===== src/sv/dptp_pkg.sv =====
// ----------------------------------------------------------------------------
// dptp_pkg
// Shared types and codes for the delayed one-shot pulse port bank.
// ----------------------------------------------------------------------------
package dptp_pkg;

  typedef enum logic [1:0] {
    PH_IDLE = 2'd0,
    PH_WAIT = 2'd1,
    PH_HIGH = 2'd2
  } phase_t;

  typedef enum logic [2:0] {
    S_IDLE,
    S_TK_WR,
    S_TK_END,
    S_RQ_WR,
    S_RQ_ACK
  } state_t;

  localparam logic       FUNC_TICK = 1'b0;
  localparam logic       FUNC_TRIG = 1'b1;

  localparam logic       KIND_ACK = 1'b0;
  localparam logic       KIND_PIN = 1'b1;

  localparam logic [1:0] ST_NONE    = 2'd0;
  localparam logic [1:0] ST_INVALID = 2'd1;
  localparam logic [1:0] ST_BUSY    = 2'd2;

  localparam logic [15:0] DEFAULT_PULSE_RESET = 16'd10;

endpackage


===== src/sv/delayed_pulse_trigger_ports_unit.sv =====
// ----------------------------------------------------------------------------
// delayed_pulse_trigger_ports_unit
// Bank of one-shot pulse ports with optional start delay, driven by ticks and
// trigger requests. Per-port state lives in one entry RAM.
// ----------------------------------------------------------------------------
//  Channel  | Handshake                 | Payload
//  ---------+---------------------------+-------------------------------------
//  input    | start / busy              | in_func, in_port_index,
//           |                           | in_pulse_length, in_start_delay
//  result   | out_strobe (one cycle)    | out_kind, out_status, out_event_port,
//           |                           | out_level, out_last
//  config   | cfg_valid / cfg_ready     | cfg_default_pulse_length
//
// A tick walks the entry RAM one port per cycle, bounded by the single RAM
// read port; busy stays high through S_TK_WR and S_TK_END after the transfer.
// A request to a valid port passes S_RQ_WR then S_RQ_ACK; an invalid one, S_RQ_ACK.
// Results are registered, out in the next cycle; the receiver cannot stall.
// Synchronous reset marks every entry as unwritten, which reads as idle.
// ----------------------------------------------------------------------------
module delayed_pulse_trigger_ports_unit #(
  parameter int NUM_PORTS = 8,
  parameter int TIME_BITS = 16
) (
  input  logic        clk,
  input  logic        rst_n,
  input  logic        start,
  output logic        busy,
  input  logic        in_func,
  input  logic [7:0]  in_port_index,
  input  logic [15:0] in_pulse_length,
  input  logic [15:0] in_start_delay,
  output logic        out_strobe,
  output logic        out_kind,
  output logic [1:0]  out_status,
  output logic [7:0]  out_event_port,
  output logic        out_level,
  output logic        out_last,
  input  logic        cfg_valid,
  output logic        cfg_ready,
  input  logic [15:0] cfg_default_pulse_length
);

  import dptp_pkg::*;

  localparam int PW = (NUM_PORTS > 1) ? $clog2(NUM_PORTS) : 1;
  localparam int EW = 2 + 2 * TIME_BITS;
  localparam logic [PW-1:0] LAST_PORT = PW'(NUM_PORTS - 1);

  state_t                state_r, state_nxt;
  logic [PW-1:0]         cnt_r, cnt_nxt;
  logic [NUM_PORTS-1:0]  vld_r, vld_nxt;
  logic                  rd_vld_r;
  logic [15:0]           dflt_r;
  logic                  pend_vld_r, pend_vld_nxt;
  logic [PW-1:0]         pend_port_r, pend_port_nxt;
  logic                  pend_lvl_r, pend_lvl_nxt;
  logic [7:0]            rq_port_r, rq_port_nxt;
  logic [TIME_BITS-1:0]  rq_dur_r, rq_dur_nxt;
  logic [TIME_BITS-1:0]  rq_dly_r, rq_dly_nxt;
  logic                  rq_now_r, rq_now_nxt;
  logic [1:0]            stat_r, stat_nxt;

  logic                  strobe_r, strobe_nxt;
  logic                  kind_r, kind_nxt;
  logic [1:0]            ostat_r, ostat_nxt;
  logic [7:0]            oport_r, oport_nxt;
  logic                  lvl_r, lvl_nxt;
  logic                  last_r, last_nxt;

  logic                  ram_we;
  logic [PW-1:0]         ram_waddr, ram_raddr;
  logic [EW-1:0]         ram_wdata, ram_rdata, ent;
  logic [1:0]            ent_ph;
  logic [TIME_BITS-1:0]  ent_rem, ent_held;

  logic                  accept;
  logic [15:0]           len_sel;
  logic [TIME_BITS-1:0]  len_sat, dly_sat;
  logic                  port_bad;

  dptp_ram #(
    .WIDTH (EW),
    .DEPTH (NUM_PORTS),
    .AW    (PW)
  ) u_ram (
    .clk   (clk),
    .we    (ram_we),
    .waddr (ram_waddr),
    .wdata (ram_wdata),
    .raddr (ram_raddr),
    .rdata (ram_rdata)
  );

  assign busy      = (state_r != S_IDLE);
  assign cfg_ready = 1'b1;
  assign accept    = start && !busy;

  assign out_strobe     = strobe_r;
  assign out_kind       = kind_r;
  assign out_status     = ostat_r;
  assign out_event_port = oport_r;
  assign out_level      = lvl_r;
  assign out_last       = last_r;

  // An entry never written since reset reads as an idle port with zero counts.
  assign ent      = rd_vld_r ? ram_rdata : '0;
  assign ent_ph   = ent[EW-1 -: 2];
  assign ent_rem  = ent[2*TIME_BITS-1 -: TIME_BITS];
  assign ent_held = ent[TIME_BITS-1:0];

  assign len_sel  = (in_pulse_length == 16'd0) ? dflt_r : in_pulse_length;
  assign len_sat  = ((len_sel >> TIME_BITS) != 16'd0) ? '1 : TIME_BITS'(len_sel);
  assign dly_sat  = ((in_start_delay >> TIME_BITS) != 16'd0) ? '1 :
                    TIME_BITS'(in_start_delay);
  assign port_bad = ({1'b0, in_port_index} >= 9'(NUM_PORTS));

  always_comb begin
    state_nxt     = state_r;
    cnt_nxt       = cnt_r;
    vld_nxt       = vld_r;
    pend_vld_nxt  = pend_vld_r;
    pend_port_nxt = pend_port_r;
    pend_lvl_nxt  = pend_lvl_r;
    rq_port_nxt   = rq_port_r;
    rq_dur_nxt    = rq_dur_r;
    rq_dly_nxt    = rq_dly_r;
    rq_now_nxt    = rq_now_r;
    stat_nxt      = stat_r;
    strobe_nxt    = 1'b0;
    kind_nxt      = KIND_ACK;
    ostat_nxt     = ST_NONE;
    oport_nxt     = 8'd0;
    lvl_nxt       = 1'b0;
    last_nxt      = 1'b0;
    ram_we        = 1'b0;
    ram_waddr     = cnt_r;
    ram_wdata     = ent;
    ram_raddr     = '0;

    unique case (state_r)
      S_IDLE: begin
        if (accept) begin
          if (in_func == FUNC_TICK) begin
            cnt_nxt   = '0;
            state_nxt = S_TK_WR;
          end else begin
            rq_port_nxt = in_port_index;
            rq_dur_nxt  = len_sat;
            rq_dly_nxt  = dly_sat;
            rq_now_nxt  = (in_start_delay == 16'd0);
            ram_raddr   = in_port_index[PW-1:0];
            if (port_bad) begin
              stat_nxt  = ST_INVALID;
              state_nxt = S_RQ_ACK;
            end else begin
              state_nxt = S_RQ_WR;
            end
          end
        end
      end

      S_TK_WR: begin
        // Read the next port while updating this one.
        ram_raddr = (cnt_r == LAST_PORT) ? '0 : cnt_r + PW'(1);
        ram_waddr = cnt_r;
        if (ent_ph == PH_WAIT || ent_ph == PH_HIGH) begin
          ram_we = 1'b1;
          if (ent_rem > TIME_BITS'(1)) begin
            ram_wdata = {ent_ph, ent_rem - TIME_BITS'(1), ent_held};
          end else begin
            if (ent_ph == PH_WAIT) begin
              ram_wdata = {PH_HIGH, ent_held, ent_held};
            end else begin
              ram_wdata = {PH_IDLE, {TIME_BITS{1'b0}}, {TIME_BITS{1'b0}}};
            end
            // Each event is held back until the next one so the final one can carry last.
            if (pend_vld_r) begin
              strobe_nxt = 1'b1;
              kind_nxt   = KIND_PIN;
              oport_nxt  = 8'(pend_port_r);
              lvl_nxt    = pend_lvl_r;
            end
            pend_vld_nxt  = 1'b1;
            pend_port_nxt = cnt_r;
            pend_lvl_nxt  = (ent_ph == PH_WAIT);
          end
          vld_nxt[cnt_r] = 1'b1;
        end
        if (cnt_r == LAST_PORT) begin
          state_nxt = S_TK_END;
        end else begin
          cnt_nxt = cnt_r + PW'(1);
        end
      end

      S_TK_END: begin
        if (pend_vld_r) begin
          strobe_nxt = 1'b1;
          kind_nxt   = KIND_PIN;
          oport_nxt  = 8'(pend_port_r);
          lvl_nxt    = pend_lvl_r;
          last_nxt   = 1'b1;
        end
        pend_vld_nxt = 1'b0;
        state_nxt    = S_IDLE;
      end

      S_RQ_WR: begin
        ram_waddr = rq_port_r[PW-1:0];
        stat_nxt  = ST_NONE;
        if (rq_now_r) begin
          if (ent_ph == PH_HIGH) begin
            stat_nxt = ST_BUSY;
          end else begin
            ram_we     = 1'b1;
            ram_wdata  = {PH_HIGH, rq_dur_r, rq_dur_r};
            strobe_nxt = 1'b1;
            kind_nxt   = KIND_PIN;
            oport_nxt  = rq_port_r;
            lvl_nxt    = 1'b1;
          end
        end else if (ent_ph == PH_WAIT || ent_ph == PH_HIGH) begin
          stat_nxt = ST_BUSY;
        end else begin
          ram_we    = 1'b1;
          ram_wdata = {PH_WAIT, rq_dly_r, rq_dur_r};
        end
        if (ram_we) begin
          vld_nxt[rq_port_r[PW-1:0]] = 1'b1;
        end
        state_nxt = S_RQ_ACK;
      end

      S_RQ_ACK: begin
        strobe_nxt = 1'b1;
        kind_nxt   = KIND_ACK;
        ostat_nxt  = stat_r;
        oport_nxt  = rq_port_r;
        last_nxt   = 1'b1;
        state_nxt  = S_IDLE;
      end

      default: begin
        state_nxt = S_IDLE;
      end
    endcase
  end

  always_ff @(posedge clk) begin
    if (!rst_n) begin
      state_r    <= S_IDLE;
      vld_r      <= '0;
      pend_vld_r <= 1'b0;
      strobe_r   <= 1'b0;
      dflt_r     <= DEFAULT_PULSE_RESET;
    end else begin
      state_r    <= state_nxt;
      vld_r      <= vld_nxt;
      pend_vld_r <= pend_vld_nxt;
      strobe_r   <= strobe_nxt;
      if (cfg_valid && cfg_ready) begin
        dflt_r <= cfg_default_pulse_length;
      end
    end
  end

  always_ff @(posedge clk) begin
    cnt_r       <= cnt_nxt;
    rd_vld_r    <= vld_r[ram_raddr];
    pend_port_r <= pend_port_nxt;
    pend_lvl_r  <= pend_lvl_nxt;
    rq_port_r   <= rq_port_nxt;
    rq_dur_r    <= rq_dur_nxt;
    rq_dly_r    <= rq_dly_nxt;
    rq_now_r    <= rq_now_nxt;
    stat_r      <= stat_nxt;
    kind_r      <= kind_nxt;
    ostat_r     <= ostat_nxt;
    oport_r     <= oport_nxt;
    lvl_r       <= lvl_nxt;
    last_r      <= last_nxt;
  end

endmodule


===== src/sv/dptp_ram.sv =====
// ----------------------------------------------------------------------------
// dptp_ram
// Generic simple dual-port RAM: one write port, one read port, registered read.
// ----------------------------------------------------------------------------
module dptp_ram #(
  parameter int WIDTH = 34,
  parameter int DEPTH = 8,
  parameter int AW    = (DEPTH > 1) ? $clog2(DEPTH) : 1
) (
  input  logic             clk,
  input  logic             we,
  input  logic [AW-1:0]    waddr,
  input  logic [WIDTH-1:0] wdata,
  input  logic [AW-1:0]    raddr,
  output logic [WIDTH-1:0] rdata
);

  logic [WIDTH-1:0] mem [DEPTH];

  always_ff @(posedge clk) begin
    if (we) begin
      mem[waddr] <= wdata;
    end
    rdata <= mem[raddr];
  end

endmodule

===== config.mk =====
export PLATFORM = sky130hd
export DESIGN_NAME = delayed_pulse_trigger_ports_unit
export DESIGN_NICKNAME = d
export VERILOG_FILES = /design/src/sv/dptp_pkg.sv /design/src/sv/delayed_pulse_trigger_ports_unit.sv /design/src/sv/dptp_ram.sv
export SDC_FILE = /design/constraint.sdc
export NUM_CORES = 1
export LEC_CHECK = 0
export BUFFER_PORTS_ARGS = -buffer_cell sky130_fd_sc_hd__buf_4
export CAP_MARGIN = 10
export CORE_MARGIN = 5
export CORE_UTILIZATION = 46
export CTS_BUF_LIST = sky130_fd_sc_hd__clkbuf_4 sky130_fd_sc_hd__clkbuf_8
export DETAILED_ROUTE_END_ITERATION = 12
export MAX_ROUTING_LAYER = met4
export SLEW_MARGIN = 40
export SYNTH_ARGS = -nofsm -noshare
export SYNTH_HDL_FRONTEND = slang
export SYNTH_SLANG_ARGS = --single-unit
export TNS_END_PERCENT = 20

===== constraint.sdc =====
create_clock -name clk -period 11.1 [get_ports clk]
set_input_delay 2.22 -clock clk [delete_from_list [all_inputs] [get_ports clk]]
set_output_delay 2.22 -clock clk [all_outputs]
set_load 0.03 [all_outputs]

# Yosys cells after proc, flatten, opt, wreduce, memory -nomap -nowiden
# Memories as Yosys holds them, arrays and structs flattened. A register that Yosys moved wholly into a read port is not among the register bits.
# Cells that the tools add are included.
# word_totals
inputBits,61
out_inout_bits,16
reg_bits,93
mem_count,1
elab_cells,135
mem_bits_rw,272
# classes
n_eq_ne,16
addsub,2
bitwise_logic,3
n_reduce_logical,20
muxes,67
order_cmp,7
# memory_table
name,words,word_bits,read_ports,rd_clocked_by_memory_dff,wr,line_no,source
u_ram.mem,8,34,1,1,1,dptp_ram.sv:18,logic [WIDTH-1:0] mem [DEPTH];
# ops
cell,n
$mux W34,7
$pmux W34 S2,1
$mux W3,14
$logic_not A16 Y1,2
$mux W8,4
$pmux W8 S4,1
$mux W1,19
$ne A2 B2 Y1 const B,9
$gt A16 B1 Y1 const B,1
$mux W16,1
$or A8 B8 Y8,2
$pmux W8 S2,1
$sub A16 B1 Y16 const B,1
$lt A3 B4 Y1 const B,3
$mux W2,6
$pmux W3 S2,2
$reduce_and A3 Y1,4
$pmux W3 S3,1
$ge A8 B4 Y1 const B,1
$reduce_and A4 Y1,2
$reduce_bool A2 Y1,4
$demux W1 S3,2
$eq A3 B2 Y1 const B,2
$eq A3 B3 Y1 const B,2
17 further kinds,23

# Longest topological paths before layout
# Gate-level depths: netlist of run 1.
# depth
ltp_word,9
ltp_mapped,10

# Hierarchy
# A second synthesis of run 1 with hierarchy kept.
# hier_totals
hier_cells,910
hier_area_um2,15931.5
# by_module_without_submodules
mod,area_per_inst_um2,n_inst,seq_area_each_um2,cells_per_inst
dptp_ram,11083.1,1,8848.5,441
delayed_pulse_trigger_ports_unit,4848.4,1,2362.3,469

# Worst setup path after synthesis of run 1
# No wires, ideal clock.
# synth_path
path_kind,register to register
startpoint,register rd_vld_r
endpoint,memory u_ram.mem[1][0] (enable)
setup_time_ps,470
path_slack_ps,6544
period_less_slack_ps,4556
path_buffers,1
arrival_ps,4086
stages_incl_launch_ff,7
cell_sequence,dfxtp_1 > buf_1 > nand2_1 > ha_1 > a21bo_2 > nand3_1 > nor3_1
# synth_via
elab_chain_cells,9
# synth_lines
element,line_no,source
"start, declared",delayed_pulse_trigger_ports_unit.sv:52,logic rd_vld_r;
"start signal, assigned",delayed_pulse_trigger_ports_unit.sv:269,rd_vld_r <= vld_r[ram_raddr];
$mux W34 *,delayed_pulse_trigger_ports_unit.sv:106,assign ent = rd_vld_r ? ram_rdata : '0;
$eq A2 B1 Y1 / $eq A2 B2 Y1 (equally long branches),"delayed_pulse_trigger_ports_unit.sv:166, delayed_pulse_trigger_ports_unit.sv:222, delayed_pulse_trigger_ports_unit.sv:212",
$logic_or A1 B1 Y1,"delayed_pulse_trigger_ports_unit.sv:166, delayed_pulse_trigger_ports_unit.sv:222",
$mux W1,delayed_pulse_trigger_ports_unit.sv:222,end else if (ent_ph == PH_WAIT || ent_ph == PH_HIGH) begin
$mux W1,delayed_pulse_trigger_ports_unit.sv:211,if (rq_now_r) begin
$mux W1,delayed_pulse_trigger_ports_unit.sv:140,unique case (state_r)
$pmux W1 S2 *,delayed_pulse_trigger_ports_unit.sv:140,
$mux W1 *,dptp_ram.sv:21,if (we) begin
$mux W1 (implied by the code) *,dptp_ram.sv:22,mem[waddr] <= wdata;
"end, declared",dptp_ram.sv:18,
# Every way passes the cells marked *; elsewhere a longest branch is shown, timed or not. The select of a mux whose other input is x is not followed.

# Worst setup path after layout of run 1
# layout_path
startpoint,input port start
endpoint,register u_ram.rdata[20] (read register of u_ram.mem)
# layout_via
elab_chain_cells,3
# layout_lines
element,line_no,source
"start, declared",delayed_pulse_trigger_ports_unit.sv:26,"input logic start,"
$logic_and A1 B1 Y1,delayed_pulse_trigger_ports_unit.sv:96,assign accept = start && !busy;
$mux W3,delayed_pulse_trigger_ports_unit.sv:142,if (accept) begin
$pmux W3 S2,delayed_pulse_trigger_ports_unit.sv:140,
"end, declared",dptp_ram.sv:15,output logic [WIDTH-1:0] rdata
# Every way passes these cells.
# A chain may end at the register's enable or synchronous reset.

==> results by group, run 1 <==
Timing
  • Clock Skew: 35.9 ps
  • Slew @ Worst Pin: 832 ps
  • RSZ-0062 raised after global routing: false
  • Setup tns final: 0 ps
  • Maximum clock rate: about 230 MHz
  • Min Tclk post-route: 4410 ps
  • Final setup violation count: 0
  • Post-layout worst setup margin: 6690 ps
  • Final Max Slew Viols: 0
  • WHS: 440 ps
  • Rel. slew slack: 44.3%
  • Crit share post-route: roughly 40%
  • Final Hold Fails: 0

Placed design
  • Pre-CTS WS: 6090 ps
  • Dpl cell area: 16800 sq um
  • GPL Wtd Cong: 0.847
  • PortBufs: between 70 and 80
  • HPWL Detailed: approximately 23 mm

Global route
  • Vias in the first global route: 10089
  • Initial antenna violation count: 0
  • Largest net degree at the start of global routing: 67
  • First-pass GRT wire length: 60.5 mm
  • GRT overflow: 0
  • All-layer global routing usage: 21.3%

Min path
  • Worst Hold End: out_event_port[7]$_DFF_P_
  • Hold depth: 1
  • Hold WC Path Type: reg2reg
  • Worst hold start: rq_port_r[7]$_DFFE_PP_

Yosys
  • Post-synthesis cell type count: 72
  • Syn Area/Cell: 14.2 sq um
  • YS warnings: 0
  • Top FF cell, synth: edfxtp_1
  • Async set-reset flop share out of synthesis: 0%
  • Syn Nets: 1174
  • EDFF count, synth: 322
  • Flops & latches, synth: 399
  • Synthesized instance count: between 1000 and 1500
  • Synth area leader: edfxtp_1
  • Yosys top cell area share: 61.6%
  • Synth top area cells: edfxtp_1 62%, dfxtp_1 9.8%, nand2_1 4.1%, mux2i_1 3.3%, a21oi_1 2.7%
  • Most frequent cell after synthesis: edfxtp_1
  • Mapped Area: approximately 16000 sq um
  • Register area share after synthesis: 71.4%
  • Post-synth top cells: 322 x edfxtp_1, 173 x nand2_1, 84 x a21oi_1, 77 x dfxtp_1, 52 x mux2i_1

Die
  • Die Y-Extent: 195 um
  • Chip Width: between 150 and 200 um
  • Core area: approximately 34000 sq um
  • Die ar.: ~38000 sq um
  • Starting Density: 46.7%
  • Io pins: 77
  • Row count: between 60 and 70

Pwr
  • Comb power frac: 8.2%
  • PD cells: ~180 nW/um^2
  • Net switching power: around 0.0008 W
  • Peak supply drop: about 0.10 mV
  • P_leak: 6.36 nW
  • Cell Int Power: 0.00254 W
  • Sequential Power Share: 51.7%
  • Switch share: 23.7%
  • Clk network pwr share: 40.1%

Routing
  • Highest Signal Layer: met4
  • DR WL/cell: 23.1 um
  • # DRC: 0
  • Detailed-route via count: 10017
  • Final ANT Viol Nets: 0
  • Routed met2 length: 18.2 mm
  • Final WL: 39.5 mm
  • Drt first pass iters: 7
  • Vias per cell: just under 6
  • Metal1 wirelength: 17.3 mm
  • Initial DRC Count: 937
  • Met3 WL: 3.33 mm

Critical path
  • Flop-to-flop setup slack: 7330 ps
  • Crit path capture type: flop
  • Kind of critical path: in2reg
  • FF-to-FF path depth: 9
  • CP max FO: 65
  • R2r startpoint: cnt_r[0]$_SDFFCE_PN0P_
  • Worst R2R End: u_ram.rdata[20]$_DFF_P_
  • Arr. time, crit path: 4890 ps
  • CP required: 11580 ps
  • CP Launch Type: primary input

Clocking
  • Clock transition at the registers of the reported paths: roughly 60 ps
  • TritonCTS clock tree: built
  • Setup Buffers After CTS: 0
  • Post-CTS Resized: 0
  • Root Driver: clkbuf_8
  • Cts bufs inserted: 67
  • Clock latency on the worst-skew pair: 610 ps
  • CTS Hold Buffers Added: 0
  • Clk buf depth: 3
  • Htree depth: 3
  • Clk sinks: around 400

Cells and area
  • # fillers: ~2900
  • Layout net count: 1278
  • ANT cells: 0
  • Syn-to-layout area delta: 16.2%
  • Finished Cell Area: 18200 sq um
  • Share of cells above drive strength 1: 20.2%

Job
  • Max cap viols: 0

Outcome
  • Status: finished clean
worst max-delay path, stage by stage:
cell	delay (ps)
buf_4	110
nand3_1	150
o21ai_4	400
buf_4	590
buf_4	750
nand2_1	130
a32o_1	280
a221oi_1	220
stage by stage:
stage,instances,total power (W),util [%]
floorplan,1108,0.00191,-
global route,1713,0.00346,54.3
global placement,1589,0.00201,49.9
finish,1713,0.00333,54.3
detailed placement,1590,0.00202,50.0
CTS,1712,0.00336,54.2
state kept, by name, summed over array words and instances, names as in the netlist, 3 cells and up:
| signal | count |
|---|---|
| vld_r | 8 |
| state_r | 3 |
| u_ram.mem | 272 |
| pend_port_r | 3 |
| rq_dly_r | 16 |
| rq_dur_r | 16 |
| cnt_r | 3 |
| rq_port_r | 8 |
| dflt_r | 16 |
| out_event_port | 8 |
| u_ram.rdata | 34 |
cells in the final DEF (no fill, tap or decap), types with 5 or more instances in the layout:
cell / count
edfxtp_1: 322
nand2_1: 173
buf_4: 99
a21oi_1: 84
dfxtp_1: 77
clkbuf_8: 74
mux2i_1: 52
a32o_1: 36
a221oi_1: 35
clkbuf_4: 32
a22o_1: 19
a21o_1: 18
nor2_1: 17
nor2b_1: 16
a31oi_1: 14
a222oi_1: 12
o21a_1: 11
inv_1: 10
nand4_1: 8
o21ai_1: 7
and3_1: 7
o211ai_1: 7
nor4_1: 7
nor3_1: 6
and2_1: 6
o21ai_0: 6
clkinv_2: 6
nand3_1: 5
nand2b_1: 5
ha_1: 5
layout make-up:
cell class	count	area [sq um]	share of cell area, %
Tap cell	448	561	3.07
Multi-Input combinational cell	632	4260	23.4
Clock inverter	16	143	0.782
Sequential cell	399	11200	61.5
Timing Repair Buffer	101	763	4.18
Clock buffer	106	1260	6.90
Inverter	11	41.3	0.226
layer usage:
layer,up-vias,global-route usage (%)
met3,55,5.33
met5,-,-
met4,0,6.49
met2,416,31.7
li1,4533,-
met1,5013,29.2
power by group through the flow:
stage	combinational, W	sequential, W	clock (W)
finish	0.000272	0.00172	0.00134
global route	0.000296	0.00173	0.00144
CTS	0.000270	0.00172	0.00137
detailed placement	0.000270	0.00175	0
global placement	0.000263	0.00175	0
floorplan	0.000180	0.00173	0
how the worst max path moves through the flow:
stage	from	end	slack, ps
after floorplan	rd_vld_r$_DFF_P_	u_ram.mem[1][0]$_DFFE_PP_	6540
after detailed placement	start	u_ram.rdata[21]$_DFF_P_	6090
after global routing	start	u_ram.rdata[13]$_DFF_P_	6530
final	start	u_ram.rdata[20]$_DFF_P_	6690
after global placement	start	u_ram.rdata[21]$_DFF_P_	5800
after CTS	start	u_ram.rdata[20]$_DFF_P_	6730
kinds of logic after synthesis:
kind of cell | synth area share, %
DFF | 71.4
buffers and inverters | 2.36
adders and majority gates | 0.398
AOI/OAI and AO/OA | 13.4
muxes | 3.39
other | 0.0239
and+or+nand+nor | 8.79
xor gates and xnor gates | 0.223
No activity file was read; power rests on OpenSTA's default activity.
==> run 2, diff against run 1 <==
- ABC_AREA: unset -> 1
- clock period: 11.1 -> 4.3 ns (I/O delays scaled with it)
==> run 2 against run 1 <==
  * Utilization down 0.99 points
  * Flip-flop and latch count unchanged
  * Total power rose to 2.8 times the previous value
  * Die area up 15%
  * First-iteration DRC count up 10%
  * Critical path depth up 4
  * Clock skew up 1.3 ps
  * Wire length up 23%
  * Sequential share of layout area down 7.3 points
  * Combinational power rose to 5.4 times the previous value
  * Highest routed layer unchanged
==> results by group, run 2 <==
Yosys
  • Async set-reset flop share out of synthesis: 0%
  • EDFF count, synth: between 300 and 400
  • Most frequent cell after synthesis: nand2_1
  • Synth top area cells: edfxtp_1 53%, nand2_1 12%, nand3_1 9.4%, dfxtp_1 8.5%, inv_1 7.8%
  • Synth area leader: edfxtp_1
  • Mapped Area: 18200 sq um
  • Top FF cell, synth: edfxtp_1
  • Yosys top cell area share: between 50% and 60%
  • Syn Nets: 2076
  • Flops & latches, synth: ~400
  • Post-synthesis cell type count: 34
  • Syn Area/Cell: 9.03 sq um
  • Synthesized instance count: 2010
  • YS warnings: 0
  • Register area share after synthesis: 61.8%
  • Post-synth top cells: 588 x nand2_1, 377 x inv_1, 340 x nand3_1, 322 x edfxtp_1, 77 x dfxtp_1

Critical path
  • CP Launch Type: flop
  • Crit path capture type: flop
  • Arr. time, crit path: 3610 ps
  • Kind of critical path: reg2reg
  • Worst path slowest cell: nor2_2
  • Critical-path cell list: buf_4 -> nand2_1 -> ha_1 -> inv_2 -> nor2_2 -> nand2_1 -> nand2_2 -> nor2_2 -> inv_2 -> nand2_1 -> inv_2 -> buf_12
  • CP required: between 4000 and 5000 ps
  • CP max FO: 27
  • CP peak stage delay: about 490 ps

Placed design
  • Placed insts: around 2500
  • PortBufs: 75
  • HPWL Detailed: 30.4 mm
  • GPL Wtd Cong: 0.977
  • Pre-CTS WS: 1080 ps

Timing
  • Rel. slew slack: between 50% and 60%
  • Slew @ Worst Pin: approximately 730 ps
  • Post-layout worst setup margin: ~1000 ps
  • Final Hold Fails: 0
  • Maximum clock rate: 306 MHz
  • Clock Skew: between 30 and 40 ps
  • Crit share post-route: 76.1%
  • Final Max Slew Viols: 0
  • Final setup violation count: 0
  • RSZ-0062 raised after global routing: false
  • Setup tns final: 0 ps
  • Min Tclk post-route: ~3300 ps

Global route
  • First-pass GRT wire length: 75.3 mm
  • GRT overflow: 0
  • All-layer global routing usage: approximately 23%
  • Vias in the first global route: between 10000 and 15000
  • Largest net degree at the start of global routing: 141
  • Initial antenna violation count: 0

Clocking
  • Setup Buffers After CTS: 0
  • Clock transition at the registers of the reported paths: about 60 ps
  • Clk buf depth: 3
  • Clk sinks: 399
  • Clock latency on the worst-skew pair: 620 ps
  • Root Driver: clkbuf_8
  • Post-CTS Resized: 0
  • Htree depth: 3
  • CTS Hold Buffers Added: 0
  • Cts bufs inserted: 69
  • TritonCTS clock tree: built

Routing
  • Detailed-route via count: 13628
  • Initial DRC Count: 1031
  • Final ANT Viol Nets: 0
  • DR WL/cell: 18.2 um
  • Vias per cell: 5.10
  • # DRC: 0
  • Drt first pass iters: 5
  • Final WL: 48.7 mm

Die
  • Die ar.: 43500 sq um
  • Die Y-Extent: approximately 210 um
  • Starting Density: 46.8%
  • Chip Width: 209 um
  • Io pins: 77
  • Core area: 38800 sq um
  • Row count: 72

Outcome
  • Status: finished clean

Cells and area
  • Syn-to-layout area delta: 13.9%
  • ANT cells: 0
  • Cell Count, Final, Fillers Out: 2672
  • Layout net count: around 2200
  • Commonest non-fill, non-tap cell in the layout: nand2_1
  • Largest reg by FF count: u_ram.mem
  • Most frequent cells in the layout: 588 x nand2_1, 369 x inv_1, 340 x nand3_1, 322 x edfxtp_1, 94 x buf_4
  • Max reg flops: 272
  • Largest registers: u_ram.mem x272, u_ram.rdata x34
  • Share of cells above drive strength 1: 11.7%
  • # fillers: 3569

Pwr
  • Peak supply drop: roughly 0.25 mV
  • P_leak: 9.65 nW
  • PD cells: around 450 nW/um^2
  • Pwr Total: 0.00934 W

Job
  • Max cap viols: 0

Min path
  • Hold WC Path Type: in2reg
[run 2: changes by cell type in the layout (fill, tap and decap cells not counted), sizes merged, moves of 16 or more]
cell    delta
a21oi     -49
nor2b     -16
o21ai     +27
nand3    +337
nand2    +421
mux2i     -52
nor2      +58
a32o      -36
inv      +374
a22o      -19
a21o      -18
a221oi    -35
[run 2: kinds of logic (layout without fill, tap and decap cells)]
family,count (synthesis),after routing,synth area share (%)
AOI/OAI and AO/OA,93,93,2.76
xor gates and xnor gates,1,1,0.0483
adders and majority gates,5,5,0.345
buffers and inverters,471,615,10.6
DFF,399,399,61.8
other,1,1,0.0207
and+or+nand+nor,1040,1040,24.5
[run 2: cell type report]
type	count	area, sq um	share of cell area [%]
Clock buffer	99	1220	5.89
Clock inverter	25	126	0.611
Inverter	384	1440	6.98
Multi-Input combinational cell	1140	5070	24.5
Sequential cell	399	11200	54.2
Tap cell	518	648	3.13
Timing Repair Buffer	107	956	4.62
[run 2: path summary, 6_finish.rpt]
check	from	endpoint	slack (ps)	cells after the start
setup / recovery	rd_vld_r$_DFF_P_	u_ram.mem[0][18]$_DFFE_PP_	1030	12
hold / removal	in_port_index[0]	rq_port_r[0]$_DFFE_PP_	430	1
hold reg to reg	dflt_r[1]$_SDFFE_PN1P_	dflt_r[1]$_SDFFE_PN1P_	460	2
setup reg to reg	rd_vld_r$_DFF_P_	u_ram.mem[0][18]$_DFFE_PP_	1030	12
[run 2: worst max-delay path: cells and delay by family, from the launching register on]
kind | cells | cell delay [ps]
simple gates | 6 | 1160
buf+inv | 5 | 1050
flops | 1 | 390
fa+ha+maj | 1 | 370
[run 2: metrics by stage]
step	utilization [%]	hold WS (ps)	cell area, sq um
2_1_floorplan	-	429	18200
3_3_place_gp	49.7	439	19300
3_5_place_dp	49.8	443	19300
4_1_cts	53.3	398	20700
5_1_grt	53.3	407	20700
6_report	53.3	430	20700
[run 2: per-layer routing]
| metal | track usage (%) | routed length (um) | vias to the layer above |
|---|---|---|---|
| met4 | 6.44 | 866 | 0 |
| met5 | - | 0 | - |
| met3 | 3.76 | 3040 | 63 |
| met1 | 31.3 | 21800 | 6465 |
| li1 | - | - | 6647 |
| met2 | 35.6 | 23000 | 453 |
[run 2: report_power, final]
| group | total (W) | internal [W] | switching [W] | leakage (nW) |
|---|---|---|---|---|
| logic | 0.00148 | 0.000423 | 0.00106 | 5.32 |
| clock network | 0.00335 | 0.00183 | 0.00152 | 0.716 |
| registers | 0.00451 | 0.00441 | 0.000103 | 3.61 |
| total | 0.00934 | 0.00666 | 0.00268 | 9.65 |
